[src/hdl/pit_ram.sv]
// Generic single-port synchronous RAM with a registered read.
module pit_ram #(
  parameter int WIDTH = 8,
  parameter int DEPTH = 16
) (
  input  logic                     clk,
  input  logic                     we,
  input  logic [$clog2(DEPTH)-1:0] addr,
  input  logic [WIDTH-1:0]         wdata,
  output logic [WIDTH-1:0]         rdata
);

  logic [WIDTH-1:0] mem [DEPTH];
  logic [WIDTH-1:0] rdata_r;

  // One access per cycle: write, or read into the output register.
  always_ff @(posedge clk) begin
    if (we) begin
      mem[addr] <= wdata;
    end else begin
      rdata_r <= mem[addr];
    end
  end

  assign rdata = rdata_r;

endmodule

[config.mk]
export PLATFORM = sky130hd
export DESIGN_NAME = pit_ram
export DESIGN_NICKNAME = d
export VERILOG_FILES = /design/src/hdl/pit_ram.sv
export SDC_FILE = /design/constraint.sdc
export NUM_CORES = 1
export LEC_CHECK = 0
export BUFFER_PORTS_ARGS = -buffer_cell sky130_fd_sc_hd__buf_2
export CORE_MARGIN = 3
export CORE_UTILIZATION = 30
export DETAILED_ROUTE_END_ITERATION = 8
export SLEW_MARGIN = 20
export SYNTH_ARGS = -nofsm -noshare
export SYNTH_HDL_FRONTEND = slang
export SYNTH_SLANG_ARGS = --single-unit
[constraint.sdc]
create_clock -name clk -period 1.82 [get_ports clk]
set_input_delay 0.273 -clock clk [delete_from_list [all_inputs] [get_ports clk]]
set_output_delay 0.273 -clock clk [all_outputs]
set_load 0.05 [all_outputs]
# Word level (Yosys, flattened, before mapping)
# Memory sizes are Yosys's and may differ from the RTL's. A register that Yosys moved wholly into a read port is not among the register bits.
# Index checks and enable logic that the tools add are counted.
[classes]
shift = 0
bitwise_logic = 0
div_mod_pow = 0
add_sub_neg = 0
muxes = 2
mul = 0
n_eq_ne = 0
magnitude_cmp = 0
n_reduce_logical = 1
[op_table]
columns = ["operator", "count"]
rows = [
  ["$mux 1", 2],
  ["$logic_not 1->1", 1],
]
[word_totals]
wordCells = 4
mem_count = 1
mem_bits_rw = 128
latchBits = 0
out_inout_bits = 8
ff_bits = 0
rom_bits = 0
input_bits = 14
[mem_list]
columns = ["name", "depth", "width", "read_ports", "rd_ports_with_merged_regs", "write_ports", "line_no", "source"]
rows = [
  ["mem", 16, 8, 1, 1, 1, "13", "logic [WIDTH-1:0] mem [DEPTH];"],
]

# Depth between registers and ports, before layout
# Gate-level depths: netlist (run 1).
[depth]
word_depth = 2
mapped_depth = 5
ltp_nobuf = 3

# Least setup slack after synthesis (run 1)
# Ideal clock, no wire load.
[synth_path]
path_type = "input-to-reg"
from = "input we"
to = "memory mem[0][0], enable pin"
t_arrival_ps = 1376
slack_ps = 61
setup_time_ps = 383
stages = 3
t_required_ps = 1437
n_path_buf = 0
path_cell_list = "inv_1 or3_1 nor3_1"
[synth_between]
elab_chain_len = 2
[synth_lines]
columns = ["item", "line_no", "source"]
rows = [
  ["from (decl)", "7", "input logic we,"],
  ["$mux 1", "18", "if (we) begin"],
  ["$mux 1 (not written as such)", "19", "mem[addr] <= wdata;"],
  ["to (decl)", "13", ""],
]
# Every way passes these cells.

==> run metrics, run 1 <==
CTS tree done; Post-synth EDFFs ~140; WL final around 9.8 mm; DRC Markers 0; clk slew on worst S/H paths ~0.050 ns; Setup-failing EPs final 0; Buffers on Ports 21; core outline area 16700 um2; endpoints failing hold 0; crit path DAT 1.58 ns; Post-Synth XOR/XNOR Area 0%; Final Cycle Share 79.2%; Die Span Y 137 um; Seq cells post-synth ~140; antenna violation net count after detailed routing 0; initial antenna violation count 0; # Post-CTS Setup Buffers 0; worst hold path class primary input to flip-flop; GRT Util Overall a little under an eighth; vias in the first global route around 2500; via/cell ratio 4.71; Clock Path Buffers 2; DIE AREA around 19000 um2; row count 47; max_cap viols 0; CTS Sinks around 140; Max VDD drop 741 uV; Synth area leader edfxtp_1; total grt overflow 0; GP Congestion approximately 0.79; top cell type's share of synthesized area 79.3%; wire per inst 18.9 um; initial drt markers between 300 and 400; # diodes 0; post-synthesis simple-gate area fraction under 10%; max-slew violations 0; Compound-Gate Fraction of Synth Area 2.33%; YS warnings 0; # H-tree levels 4; Avg Inst Size Synth roughly 22 um2; Post-CTS Resized 0; CP required slightly below 2 ns; sequential-to-total area share from yosys stat approximately four fifths; area share of fa/ha/maj cells after synthesis 0%; Synth top cells by count 136 x edfxtp_1, 32 x mux4_2, 16 x a22oi_1; post-synthesis cell area approximately 5100 um2; mux share of post-synthesis cell area roughly 14%; die width roughly 140 um; Worst Skew about 0.0075 ns; top cells by area, synth edfxtp_1 79%, mux4_2 14%, a22oi_1 2.3%, nor2_1 0.95%, nand2_1 0.66%; Worst Setup Path Type flip-flop to flip-flop; DPL Wire Length between 6 and 7 mm; Fillers around 1500; global-route wire length before repair roughly 15 mm; most common cell in the netlist edfxtp_1; final setup TNS 0 ns; RSZ-0062 raised after global routing false; Cell variety after synth 18; share of synthesized registers carrying an async set or reset 0%; largest family of logic cells by synthesized area multiplexers; Nets 301; PwrDens around 1200 nW/um2; Startpoint Class flip-flop; Worst Hold Slack about 0.24 ns; Starting Density roughly 31%; Syn Nets 245; CTS Buf Count 17; Max Fclk around 0.7 GHz; Slew HR between 40 and 50%; outcome completed; clk_lat worst skew slightly above 0.4 ns; Root Driver clkbuf_16; Mapped Cells approximately 230; largest net degree at the start of global routing 30; worst slew pin tran 0.753 ns; Hold-fix buffers, CTS 0; Worst setup EP type flip-flop; share of cells above drive strength 1 between 30% and 40%; Lkg Pwr around 0.0021 uW; vias between 2000 and 2500; I/O pins 22; CP Max Fanout 1; Layout area overhead 22.5%; fin crit period 1.44 ns; drt first pass iters 4; Synth Flop Type edfxtp_1
cells in the final DEF, fill, tap and decap left out, drive strengths merged:
cell type,netlist,routed
a22oi,16,16
nor2,13,13
nand2b,2,2
nor2b,2,2
inv,1,1
buf,8,48
nand3b,2,2
clkinvlp,0,3
nand3,1,1
nor3,4,4
nand2,9,9
bufinv,0,4
clkinv,0,6
or3,1,1
edfxtp,136,136
mux4,32,32
clkbuf,3,19
and2,1,1
where the power goes:
| part | internal [uW] | switching [uW] |
|---|---|---|
| registers | 3530 | 21.8 |
| logic | 145 | 236 |
| clock network | 2280 | 1220 |
| total | 5960 | 1480 |
stage by stage:
stage	utilization, %	power (uW)	instance area, um2	worst slack, ns	cells
2_1_floorplan	-	3850	5150	0.0609	231
3_3_place_gp	34.1	4000	5700	0.0184	488
3_5_place_dp	34.1	4010	5700	0.0354	488
4_1_cts	37.8	7510	6310	0.383	520
5_1_grt	37.8	7700	6310	0.303	520
6_report	37.8	7430	6310	0.379	520
cell families after synthesis:
group	count (synthesis)
DFF	136
muxes	32
AOI/OAI and AO/OA	16
buffers and inverters	12
and+or+nand+nor	35
worst paths after layout:
kind | end | slack [ns] | cells past startpoint | start
max reg2reg | rdata[3]$_DFFE_PN_ | 0.38 | 3 | mem[11][3]$_DFFE_PP_
max | rdata[3]$_DFFE_PN_ | 0.38 | 3 | mem[11][3]$_DFFE_PP_
min | mem[11][2]$_DFFE_PP_ | 0.24 | 1 | wdata[2]
min reg2reg | rdata[7]$_DFFE_PN_ | 0.74 | 3 | mem[6][7]$_DFFE_PP_
critical path, cell delays in order, from the launching register on:
cell and delay, ns:
edfxtp_1 0.35, mux4_2 0.49, a22oi_1 0.24, nand2_1 0.10
sequential cells by signal (all words and copies together) (netlist names):
register  count
mem         128
rdata         8
per-layer routing:
| layer | global-route usage (%) | wire, um | up-vias |
|---|---|---|---|
| li1 | - | - | 1085 |
| met1 | 16.3 | 4320 | 1259 |
| met2 | 16.2 | 4590 | 95 |
| met3 | 4.71 | 791 | 9 |
| met4 | 3.66 | 108 | 0 |
| met5 | 0 | 0 | - |
area by class of cell:
class / count / area (um2) / area share, %
clock buffers: 19 / 433 / 6.86
inverters: 1 / 3.75 / 0.0595
well taps: 220 / 275 / 4.36
clock inverters: 13 / 179 / 2.84
flip-flops and latches: 136 / 4080 / 64.7
multi-input cells: 83 / 1000 / 15.9
repair buffers: 48 / 333 / 5.28
(Power assumes the default switching activity.)
==> run 2: changes to the inputs <==
==> constraint.sdc (replaced) <==
create_clock -name clk -period 1.3 [get_ports clk]
set_input_delay 0.195 -clock clk [delete_from_list [all_inputs] [get_ports clk]]
set_output_delay 0.195 -clock clk [all_outputs]
set_load 0.05 [all_outputs]
==> run 2 against run 1 <==
Highest routed layer unchanged. Fmax up 3.2%. Combinational power up 77%. The flow now finishes with violations (setup timing). Sequential cell count unchanged.
==> run metrics, run 2 (synthesis gave the netlist of run 1 again) <==
outcome finished, violations left; failing checks setup timing; WL final around 11 mm; clk_lat worst skew 0.41 ns; post-route worst setup slack -0.0958 ns; Place WS -0.559 ns; I/O pins 22; Root Driver clkbuf_16; row count 47; Nets roughly 320; endpoints failing hold 0; Starting Density a little under a third; # H-tree levels 4; register area a little over 4000 um2; via/cell ratio ~4.8; CP max stage cell mux4_2; DRC Markers 0; max FFs per register 128; CP Max Fanout 1; RSZ-0062 raised after global routing true; GP Congestion 0.750; DIE AREA 18800 um2; clk slew on worst S/H paths roughly 0.06 ns; Worst Skew 0.00679 ns; drt first pass iters 4; initial drt markers about 230; Max VDD drop 891 uV; CP Cell Sequence mux4_2 > a22oi_2 > nand2_2; commonest non-fill, non-tap cells in the layout 136 x edfxtp_1, 35 x buf_4, 32 x mux4_2; Final Cycle Share 107%; total power 10300 uW; largest net degree at the start of global routing 23; Worst setup EP type flip-flop; GRT Util Overall between 10 and 15%; Clock Path Buffers 2; CTS tree done; PwrDens 1520 nW/um2; Slew HR 36.6%; WP buf/inv 0; core outline area 16700 um2; # Post-CTS Setup Buffers 0; worst hold path class primary input to flip-flop; Worst Hold Launch wdata[6]; Worst Hold Slack between 0.15 and 0.2 ns; share of cells above drive strength 1 49.4%; CTS Sinks about 140; DPL Wire Length 7.45 mm; CP required ~1.5 ns; Max Fclk a little over 0.7 GHz; most common cell after layout, fill and taps aside edfxtp_1; global-route wire length before repair approximately 17 mm; initial antenna violation count 0; Die Span Y roughly 140 um; CP top delay family multiplexers; origin of the worst setup path mem[3][6]$_DFFE_PP_; wire per inst roughly 20 um; Largest Register mem; crit path DAT approximately 1.5 ns; Layout area overhead 31.8%; Fillers between 1000 and 1500; Startpoint Class flip-flop; footprint of the multi-input gates 1210 um2; worst slew pin tran 0.948 ns; die width between 100 and 150 um; Lkg Pwr ~0.0022 uW; max-slew violations 0; R2R Path Start mem[3][6]$_DFFE_PP_; vias in the first global route approximately 2700; Setup-failing EPs final 8; final setup TNS -0.633 ns; antenna violation net count after detailed routing 0; Worst Setup Path Type flip-flop to flip-flop; crit-path max cell delay roughly 0.48 ns; fin crit period about 1.4 ns; final core occ 40.6%; total grt overflow 0; vias approximately 2600; Buffers on Ports 21; max_cap viols 0; # diodes 0; CTS Buf Count 17
run 2: changes by cell type in the layout (fill, tap and decap cells not counted), moves of 2 or more:
cell,before,now
nor3_1,4,0
buf_4,25,35
nor2_1,13,1
buf_2,21,19
nand2b_1,2,0
a22oi_1,16,6
nor2_4,0,12
nand2_1,9,7
a22oi_2,0,10
nand2_2,0,2
clkinv_1,1,4
nor3_4,0,4
buf_12,2,13
run 2: final cells by class:
| type | instances | area share [%] |
|---|---|---|
| multi-input cells | 83 | 17.8 |
| inverters | 1 | 0.0553 |
| flip-flops and latches | 136 | 60.2 |
| well taps | 220 | 4.06 |
| repair buffers | 68 | 9.28 |
| clock inverters | 14 | 2.31 |
| clock buffers | 18 | 6.33 |
run 2: power breakdown:
part | total (uW) | switching [uW] | internal, uW
sequential | 4970 | 28.4 | 4940
combinational | 676 | 399 | 277
clock | 4690 | 1700 | 2990
total | 10300 | 2130 | 8210
run 2: final timing paths:
path	to	slack (ns)	depth (start not counted)
max	rdata[6]$_DFFE_PN_	-0.1	3
min	mem[6][6]$_DFFE_PP_	0.18	1
max reg2reg	rdata[6]$_DFFE_PN_	-0.1	3
min reg2reg	rdata[4]$_DFFE_PN_	0.76	3
run 2: through the flow:
step / instance area [um2] / std cells
after floorplan: 5330 / 231
after global placement: 6140 / 508
after detailed placement: 6140 / 508
after CTS: 6780 / 540
after global routing: 6780 / 540
final: 6780 / 540
run 2: routing by layer:
metal  global-route usage (%)  vias up  routed length, um  part of all wire, %
met3                     4.04       13                553                  5.1
met1                     16.9     1367               4810                   44
met5                        0        -                  0                    0
li1                         -     1132                  -                    -
met2                     19.9       56               5400                   50
met4                     3.88        0                120                  1.1
run 2: repair_timing:
item                       CTS  global route
pin swaps                   11             0
hold endpoints to repair     0             0
hold buffers                 0             0
resized for setup           12             2
setup endpoints to repair   10             9
cloned                       0             0
