**src/hdl/pit_pkg.sv**
```systemverilog
// Shared constants, codes and types for the page indirection table.
package pit_pkg;

  // Table geometry and field widths
  localparam int TABLE_DEPTH  = 4096;
  localparam int ADDR_W       = 12;
  localparam int OFFSET_W     = 48;
  localparam int MAX_OVERFLOW = 256;
  localparam int OVF_W        = 9;
  localparam int SLOT_W       = 21;
  localparam int PROD_W       = 20;
  localparam int REQ_W        = 14;
  localparam int CNT_W        = 13;
  localparam int SPP_W        = 12;
  localparam int REC_W        = 21;
  localparam int CMD_W        = 2;
  localparam int STATUS_W     = 2;

  // Configuration port
  localparam int CFG_IDX_W = 2;
  localparam int CFG_W     = 48;

  localparam logic [CFG_IDX_W-1:0] CFG_INLINE_SLOTS   = 2'd0;
  localparam logic [CFG_IDX_W-1:0] CFG_SLOTS_PER_PAGE = 2'd1;
  localparam logic [CFG_IDX_W-1:0] CFG_RECORD_BYTES   = 2'd2;
  localparam logic [CFG_IDX_W-1:0] CFG_START_TAIL     = 2'd3;

  // Register reset values
  localparam logic [CNT_W-1:0]    RST_INLINE_SLOTS   = 13'd16;
  localparam logic [SPP_W-1:0]    RST_SLOTS_PER_PAGE = 12'd511;
  localparam logic [REC_W-1:0]    RST_RECORD_BYTES   = 21'd4096;
  localparam logic [OFFSET_W-1:0] RST_START_TAIL     = 48'd0;

  // Command codes
  localparam logic [CMD_W-1:0] CMD_LOOKUP = 2'd0;
  localparam logic [CMD_W-1:0] CMD_SET    = 2'd1;
  localparam logic [CMD_W-1:0] CMD_ENSURE = 2'd2;

  // Status codes
  localparam logic [STATUS_W-1:0] STS_OK       = 2'd0;
  localparam logic [STATUS_W-1:0] STS_RANGE    = 2'd1;
  localparam logic [STATUS_W-1:0] STS_NO_SPACE = 2'd2;

  // Allocation state as seen by the sequencer
  typedef struct packed {
    logic [SLOT_W-1:0]   total;     // unsaturated slot count
    logic [SLOT_W-1:0]   self_ref;  // self-reference slot of the next page
    logic [OFFSET_W-1:0] tail;      // current physical tail
    logic [OVF_W-1:0]    used;      // overflow pages allocated
    logic                full;      // no further overflow page may be added
  } alloc_t;

endpackage

```
**src/hdl/pit_alloc.sv**
```systemverilog
// Configuration registers and overflow page allocation state.
module pit_alloc import pit_pkg::*; (
  input  logic                 clk,
  input  logic                 rst_n,
  input  logic                 cfg_we,
  input  logic [CFG_IDX_W-1:0] cfg_index,
  input  logic [CFG_W-1:0]     cfg_wdata,
  input  logic                 page_step,
  output alloc_t               alloc
);

  logic [CNT_W-1:0]    inline_r, inline_nxt;
  logic [SPP_W-1:0]    spp_r, spp_nxt;
  logic [REC_W-1:0]    record_r, record_nxt;
  logic [OFFSET_W-1:0] tail_r, tail_nxt;
  logic [OVF_W-1:0]    ovf_r, ovf_nxt;
  logic [PROD_W-1:0]   ovf_spp_r, ovf_spp_nxt;

  logic [CNT_W-1:0]       eff_inline;
  logic [SPP_W-1:0]       eff_spp;
  logic [SPP_W-1:0]       wr_spp;
  logic [OVF_W+SPP_W-1:0] wr_prod;

  // A zero register value acts as one.
  assign eff_inline = (inline_r == '0) ? CNT_W'(1) : inline_r;
  assign eff_spp    = (spp_r == '0) ? SPP_W'(1) : spp_r;

  // Product of pages and slots per page, rebuilt when slots per page changes.
  assign wr_spp  = (cfg_wdata[SPP_W-1:0] == '0) ? SPP_W'(1) : cfg_wdata[SPP_W-1:0];
  assign wr_prod = (OVF_W+SPP_W)'(ovf_r) * (OVF_W+SPP_W)'(wr_spp);

  // Register writes take priority; a page step only happens while busy.
  always_comb begin
    inline_nxt  = inline_r;
    spp_nxt     = spp_r;
    record_nxt  = record_r;
    tail_nxt    = tail_r;
    ovf_nxt     = ovf_r;
    ovf_spp_nxt = ovf_spp_r;
    if (cfg_we) begin
      unique case (cfg_index)
        CFG_INLINE_SLOTS:   inline_nxt = cfg_wdata[CNT_W-1:0];
        CFG_SLOTS_PER_PAGE: begin
          spp_nxt     = cfg_wdata[SPP_W-1:0];
          ovf_spp_nxt = wr_prod[PROD_W-1:0];
        end
        CFG_RECORD_BYTES:   record_nxt = cfg_wdata[REC_W-1:0];
        CFG_START_TAIL:     tail_nxt = cfg_wdata[OFFSET_W-1:0];
        default:            inline_nxt = inline_r;
      endcase
    end else if (page_step) begin
      tail_nxt    = tail_r + OFFSET_W'(record_r);
      ovf_nxt     = ovf_r + OVF_W'(1);
      ovf_spp_nxt = ovf_spp_r + PROD_W'(eff_spp);
    end
  end

  always_ff @(posedge clk) begin
    if (!rst_n) begin
      inline_r  <= RST_INLINE_SLOTS;
      spp_r     <= RST_SLOTS_PER_PAGE;
      record_r  <= RST_RECORD_BYTES;
      tail_r    <= RST_START_TAIL;
      ovf_r     <= '0;
      ovf_spp_r <= '0;
    end else begin
      inline_r  <= inline_nxt;
      spp_r     <= spp_nxt;
      record_r  <= record_nxt;
      tail_r    <= tail_nxt;
      ovf_r     <= ovf_nxt;
      ovf_spp_r <= ovf_spp_nxt;
    end
  end

  // Status handed to the sequencer.
  assign alloc.total    = SLOT_W'(eff_inline) + SLOT_W'(ovf_spp_r);
  assign alloc.self_ref = SLOT_W'(eff_inline) - SLOT_W'(1) + SLOT_W'(ovf_spp_r);
  assign alloc.tail     = tail_r;
  assign alloc.used     = ovf_r;
  assign alloc.full     = (ovf_r >= OVF_W'(MAX_OVERFLOW));

endmodule

```
**config.mk**
```make
export PLATFORM = sky130hd
export DESIGN_NAME = pit_alloc
export DESIGN_NICKNAME = d
export VERILOG_FILES = /design/src/hdl/pit_pkg.sv /design/src/hdl/pit_alloc.sv
export SDC_FILE = /design/constraint.sdc
export NUM_CORES = 1
export LEC_CHECK = 0
export CORE_MARGIN = 3
export CORE_UTILIZATION = 67
export CTS_CLUSTER_SIZE = 30
export DETAILED_ROUTE_END_ITERATION = 8
export DONT_BUFFER_PORTS = 1
export GPL_TIMING_DRIVEN = 0
export PLACE_DENSITY = 0.93
export SYNTH_ARGS = -nofsm -noshare
export SYNTH_HDL_FRONTEND = slang
export SYNTH_SLANG_ARGS = --single-unit
```
**constraint.sdc**
```tcl
create_clock -name clk -period 9.8 [get_ports clk]
set_input_delay 1.47 -clock clk [delete_from_list [all_inputs] [get_ports clk]]
set_output_delay 1.47 -clock clk [all_outputs]
set_load 0.03 [all_outputs]
```
Yosys cells after proc, flatten, opt, wreduce, memory -nomap -nowiden:

Index checks and enable logic that the tools add are counted.

* add/sub/neg operators: 6
* $mul: 1
* $lt $le $gt $ge: 1
* equal/unequal tests: 5
* muxes and demuxes: 9
* bitwise logic cells: 1
* reduce and logical (&&, ||, !) cells: 11

Operators with widths (count)
* two-way mux 48 bit: 3
* two-way mux 20 bit: 3
* adder 48 x 21 -> 48 bit: 1
* logical NOT 12 bit: 2
* two-way mux 12 bit: 2
* adder 13 x 20 -> 21 bit: 1
* adder 21 x 20 -> 21 bit: 1
* adder 20 x 12 -> 20 bit: 1
* multiplier 9 x 12 -> 20 bit: 1
* subtractor 13 x 1 -> 14 bit, second input constant: 1
* logical NOT 13 bit: 1
* two-way mux 13 bit: 1
* AND reduction 2 bit: 6
* adder 9 x 1 -> 9 bit, second input constant: 1
* >= comparator 9 bit, second input constant: 1
* equality test 2 bit, second input constant: 2
* inequality test 2 x 1 -> 1 bit, second input constant: 2
* equality test 2 x 1 -> 1 bit, second input constant: 1
* logical NOT 2 bit: 1
* nonzero test 2 bit: 1
* NOT 1 bit: 1

* register bits: 123
* input bits: 54
* output and inout port bits: 100

Depth between registers and ports, before layout:

* depth after elaboration: 5
* depth in mapped cells: 22

Least setup slack after synthesis:

OpenSTA, ideal clock, no wires.

* path type: input to register
* start point: input port cfg_wdata[2]
* end point: register ovf_spp_r[17]
* arrival: 6.205 ns
* required time: 9.685 ns
* setup slack: 3.481 ns
* stages: 19
* path through: nor4_1 -> a31oi_1 -> nand2b_1 -> fa_1 -> fa_1 -> inv_1 -> fa_1 -> inv_1 -> fa_1 -> inv_1 -> ha_1 -> nand2_1 -> o21ai_1 -> a41o_1 -> o21a_1 -> or4_1 -> o311a_1 -> xnor2_1 -> a2111oi_0

* word-level cells in the longest chain between the ends: 5

RTL lines
* start, declared: RTL line pit_alloc.sv:7 `input logic [CFG_W-1:0] cfg_wdata,`
* logical NOT 12 bit: RTL line pit_alloc.sv:29 `assign wr_spp = (cfg_wdata[SPP_W-1:0] == '0) ? SPP_W'(1) : cfg_wdata[SPP_W-1:0];`
* two-way mux 12 bit (*): RTL line pit_alloc.sv:29
* multiplier 9 x 12 -> 20 bit (*): RTL line pit_alloc.sv:30 `assign wr_prod = (OVF_W+SPP_W)'(ovf_r) * (OVF_W+SPP_W)'(wr_spp);`
* two-way mux 20 bit (*): RTL line pit_alloc.sv:41 `unique case (cfg_index)`
* two-way mux 20 bit (*): RTL line pit_alloc.sv:40 `if (cfg_we) begin`
* end signal, assigned: RTL line pit_alloc.sv:72 `ovf_spp_r <= ovf_spp_nxt;`
* end, declared: RTL line pit_alloc.sv:17 `logic [PROD_W-1:0] ovf_spp_r, ovf_spp_nxt;`

Mark *: on every way between the ends. The rest lies on a longest branch, timed or not. The select of a mux whose other input is x is not followed.
A chain may end at the register's enable or synchronous reset.

==> run summary <==
VDD IR max -> 0.127 mV
Routed WL -> 39.5 mm
Crit path required time -> 8.33 ns
Post-synth top flop -> dfxtp_1
Die X -> 141 µm
Hold path cells -> 2
Final Hold Viols -> 0
Top cell by count, worst path -> a21oi_1
Worst-path clk slew -> 0.06 ns
Worst min-delay path class -> register to register
Area share of and/or/nand/nor cells after synthesis -> 23.3%
Initial Util -> 69.5%
Slowest CP cell -> or4_1
Crit path largest cell delay -> 0.56 ns
Clock sinks -> 123
Remaining global-route overflow -> 0
Vias post-DR -> 12.4k
H-Tree Depth -> 4
CTS Hold Bufs -> 0
Clk buf depth -> 2
Min-Delay Endpoint -> inline_r[0]$_SDFFE_PN0P_
Outcome -> completed
Crit. End Element -> output port
Nets@finish -> 1846
Synth area leader -> dfxtp_1
CP delay by family, top -> compound AO/OA/AOI/OAI gates
DIE HEIGHT -> 141 µm
Sequential cell area fraction in the yosys report -> 20.2%
CP Max Fanout -> 6
Register bit total from synthesis -> 123
Initial antenna violation count -> 0
Core area -> 17500 µm²
Synth area leaders -> dfxtp_1 20%, fa_1 12%, ha_1 11%, nand2_1 7.6%, a21oi_1 5.1%
Setup TNS -> 0 ns
Synth Area in Compound Gates -> 20.1%
Max Transition Viols Final -> 0
Post-layout min period -> 6.89 ns
Leak Pwr -> 5.80 nW
Synthesized area -> 12200 µm²
Post-synthesis adder-cell area fraction -> 23.2%
Async SR Flop Fraction -> 0%
Clock Latency Late Sink -> 0.43 ns
Least-Margin Pin Slew -> 1.07 ns
RSZ-0062 raised after global routing -> no
P&R area growth vs syn -> 7.28%
Ys Warns -> 0
Rows -> 48
Clock Tree Root -> clkbuf_16
Critical path class -> register to output port
Hold Crit Start -> inline_r[0]$_SDFFE_PN0P_
Cells after synthesis -> 1585
Worst path cell trace -> or4_1, nor3_1, a21oi_1, ha_1, nor3b_1, nand2b_1, nor2_1, xor2_1, ha_1, a21oi_1, o21ai_0, a2111oi_0, o31ai_1, a21oi_1, o21bai_1, a211oi_1, a21oi_1, xor2_1
Max Clock Freq -> 145 MHz
Layout cells sized above 1 -> 3.27%
Worst reg2reg path startpoint -> ovf_r[2]$_SDFFE_PN0P_
Boundary Pins -> 154
Vias in the first global route -> 12.0k
Combinational family with the most area after synthesis -> simple AND/OR/NAND/NOR gates
Max transition margin -> 28.4%
Cell variety after synth -> 80
CTS tree -> built
Worst setup SP type -> register
Gr usage total -> 39.2%
Power Dens Cells -> 123 nW/µm²
Routability cong. -> 0.973
Post-synthesis xor/xnor area fraction -> 5.75%
Ratio of final minimum period to clock period -> 70.3%
CTS buffer count -> 17
Cts repair resizes -> 0
DR vias/cell -> 6.71
Mux share of post-synthesis cell area -> 0.493%
Routed Antenna Nets -> 0
Worst reg2reg path endpoint -> ovf_spp_r[17]$_SDFFE_PN0P_
Largest net degree at the start of global routing -> 17
DP Wirelength -> 30.0 mm
Total Die Area -> 19800 µm²
Max-Cap Viols -> 0
R2r worst-path depth -> 19
Worst EP arrival -> 5.42 ns
Initial DRC count -> 1525
First-pass GRT wire length -> 62.1 mm
Final Setup Violations -> 0
DRC -> 0
Syn_area_per_cell -> 7.69 µm²
Drt wl/cell -> 21.4 µm
DRT Pass-1 Iters -> 8
Post-route cell area -> 13100 µm²
Postcts setup bufs -> 0
Placed Instance Area -> 12500 µm²
Worst clock skew -> 0.00898 ns
PortBufs -> 0
EDFF count, synth -> 0
Top cell type's share of synthesized area -> 20.2%
R2R Setup Slk -> 3.62 ns
WP buf/inv -> 0
## logic make-up (layout without fill, tap and decap cells)
group,after synthesis,in the layout
adders and majority gates,182,182
DFF,123,123
muxes,6,6
AOI/OAI and AO/OA,373,373
xor gates and xnor gates,80,80
buffers and inverters,222,252
and+or+nand+nor,598,598
other,1,8
## worst reg2reg max path: stages (launching register included)
cell and delay [ns]:
dfxtp_1 0.72, clkbuf_1 0.53, nand2_1 0.16, fa_1 0.57
inv_1 0.07, fa_1 0.50, inv_1 0.05, fa_1 0.47
fa_1 0.56, inv_1 0.04, ha_1 0.35, o21a_1 0.14
a21oi_1 0.21, o21ai_1 0.14, a41o_1 0.27, o21a_1 0.19
or4_1 0.39, o311a_1 0.13, xnor2_1 0.18, a2111oi_0 0.38
## how the worst max path moves through the flow
| stage | cells after the start | slack, ns | end | start |
|---|---|---|---|---|
| 2_1_floorplan | 19 | 3.48 | ovf_spp_r[17]$_SDFFE_PN0P_ | cfg_wdata[2] |
| 3_3_place_gp | 19 | 3.00 | ovf_spp_r[17]$_SDFFE_PN0P_ | cfg_wdata[2] |
| 3_5_place_dp | 19 | 2.91 | ovf_spp_r[17]$_SDFFE_PN0P_ | cfg_wdata[2] |
| 4_1_cts | 18 | 2.97 | alloc[77] | inline_r[10]$_SDFFE_PN0P_ |
| 5_1_grt | 18 | 2.21 | alloc[77] | inline_r[4]$_SDFFE_PN1P_ |
| 6_report | 18 | 2.91 | alloc[77] | inline_r[10]$_SDFFE_PN0P_ |
## power breakdown
group | leakage [nW] | internal, mW | switching, mW
combinational | 4.53 | 0.124 | 0.262
clock | 0.271 | 0.397 | 0.244
sequential | 1.00 | 0.525 | 0.0587
## final cells by class
class	count	area [µm²]
multi-input cells	1246	8910
fillers	1304	4460
flip-flops and latches	123	2460
inverters	126	473
clock buffers	19	433
plain buffers	96	362
well taps	225	282
clock inverters	11	148
diodes	1	2.50
## placed cells by master, fill, tap and decap left out, types with 30 or more instances in the layout
master | netlist | final
a21oi_1 | 124 | 124
and2_1 | 55 | 55
clkbuf_1 | 88 | 90
dfxtp_1 | 123 | 123
fa_1 | 74 | 74
ha_1 | 108 | 108
inv_1 | 126 | 126
nand2_1 | 247 | 247
nand3_1 | 42 | 42
nor2_1 | 96 | 96
nor3_1 | 39 | 39
o21ai_0 | 61 | 61
xnor2_1 | 50 | 50
xor2_1 | 30 | 30
## per-stage QoR
step / power [mW] / hold slack [ns] / utilization, % / setup WS, ns / cells
after floorplan: 0.880 / 0.436 / - / 3.48 / 1591
after global placement: 0.956 / 0.447 / 71.2 / 3.00 / 1816
after detailed placement: 0.967 / 0.453 / 71.2 / 2.91 / 1816
after CTS: 1.60 / 0.460 / 74.5 / 2.97 / 1846
after global routing: 1.67 / 0.480 / 74.5 / 2.21 / 1846
final: 1.61 / 0.462 / 74.5 / 2.91 / 1847
## state kept, by name, indices dropped and copies added (netlist names)
register,flops
spp_r,12
ovf_spp_r,20
record_r,21
ovf_r,9
inline_r,13
tail_r,48
## per-layer routing
layer | share of wire, % | GRT usage [%]
met1 | 37 | 50.0
met2 | 44 | 60.7
met3 | 12 | 10.7
met4 | 6.1 | 21.1
met5 | 0 | 0
## cells in the mapped netlist, types with 6 or more instances
master and n:
nand3_1 42, and2_1 55, a31oi_1 11, fa_1 74, nor2_1 96, xor2_1 30, nand4_1 18, or2_2 8
o22ai_1 7, a311oi_1 13, nor2b_1 17, a211oi_1 18, nor4_1 13, and3_1 22, nand2b_1 13, nor3_1 39
a21oi_1 124, or3_1 6, dfxtp_1 123, a21o_1 22, clkbuf_1 88, nand2_1 247, inv_1 126, o21ai_1 6
mux2i_1 6, xnor2_1 50, ha_1 108, o21ai_0 61, o21a_1 17, o211ai_1 14, buf_1 7
Note: power is estimated with default switching activity, not from simulation.
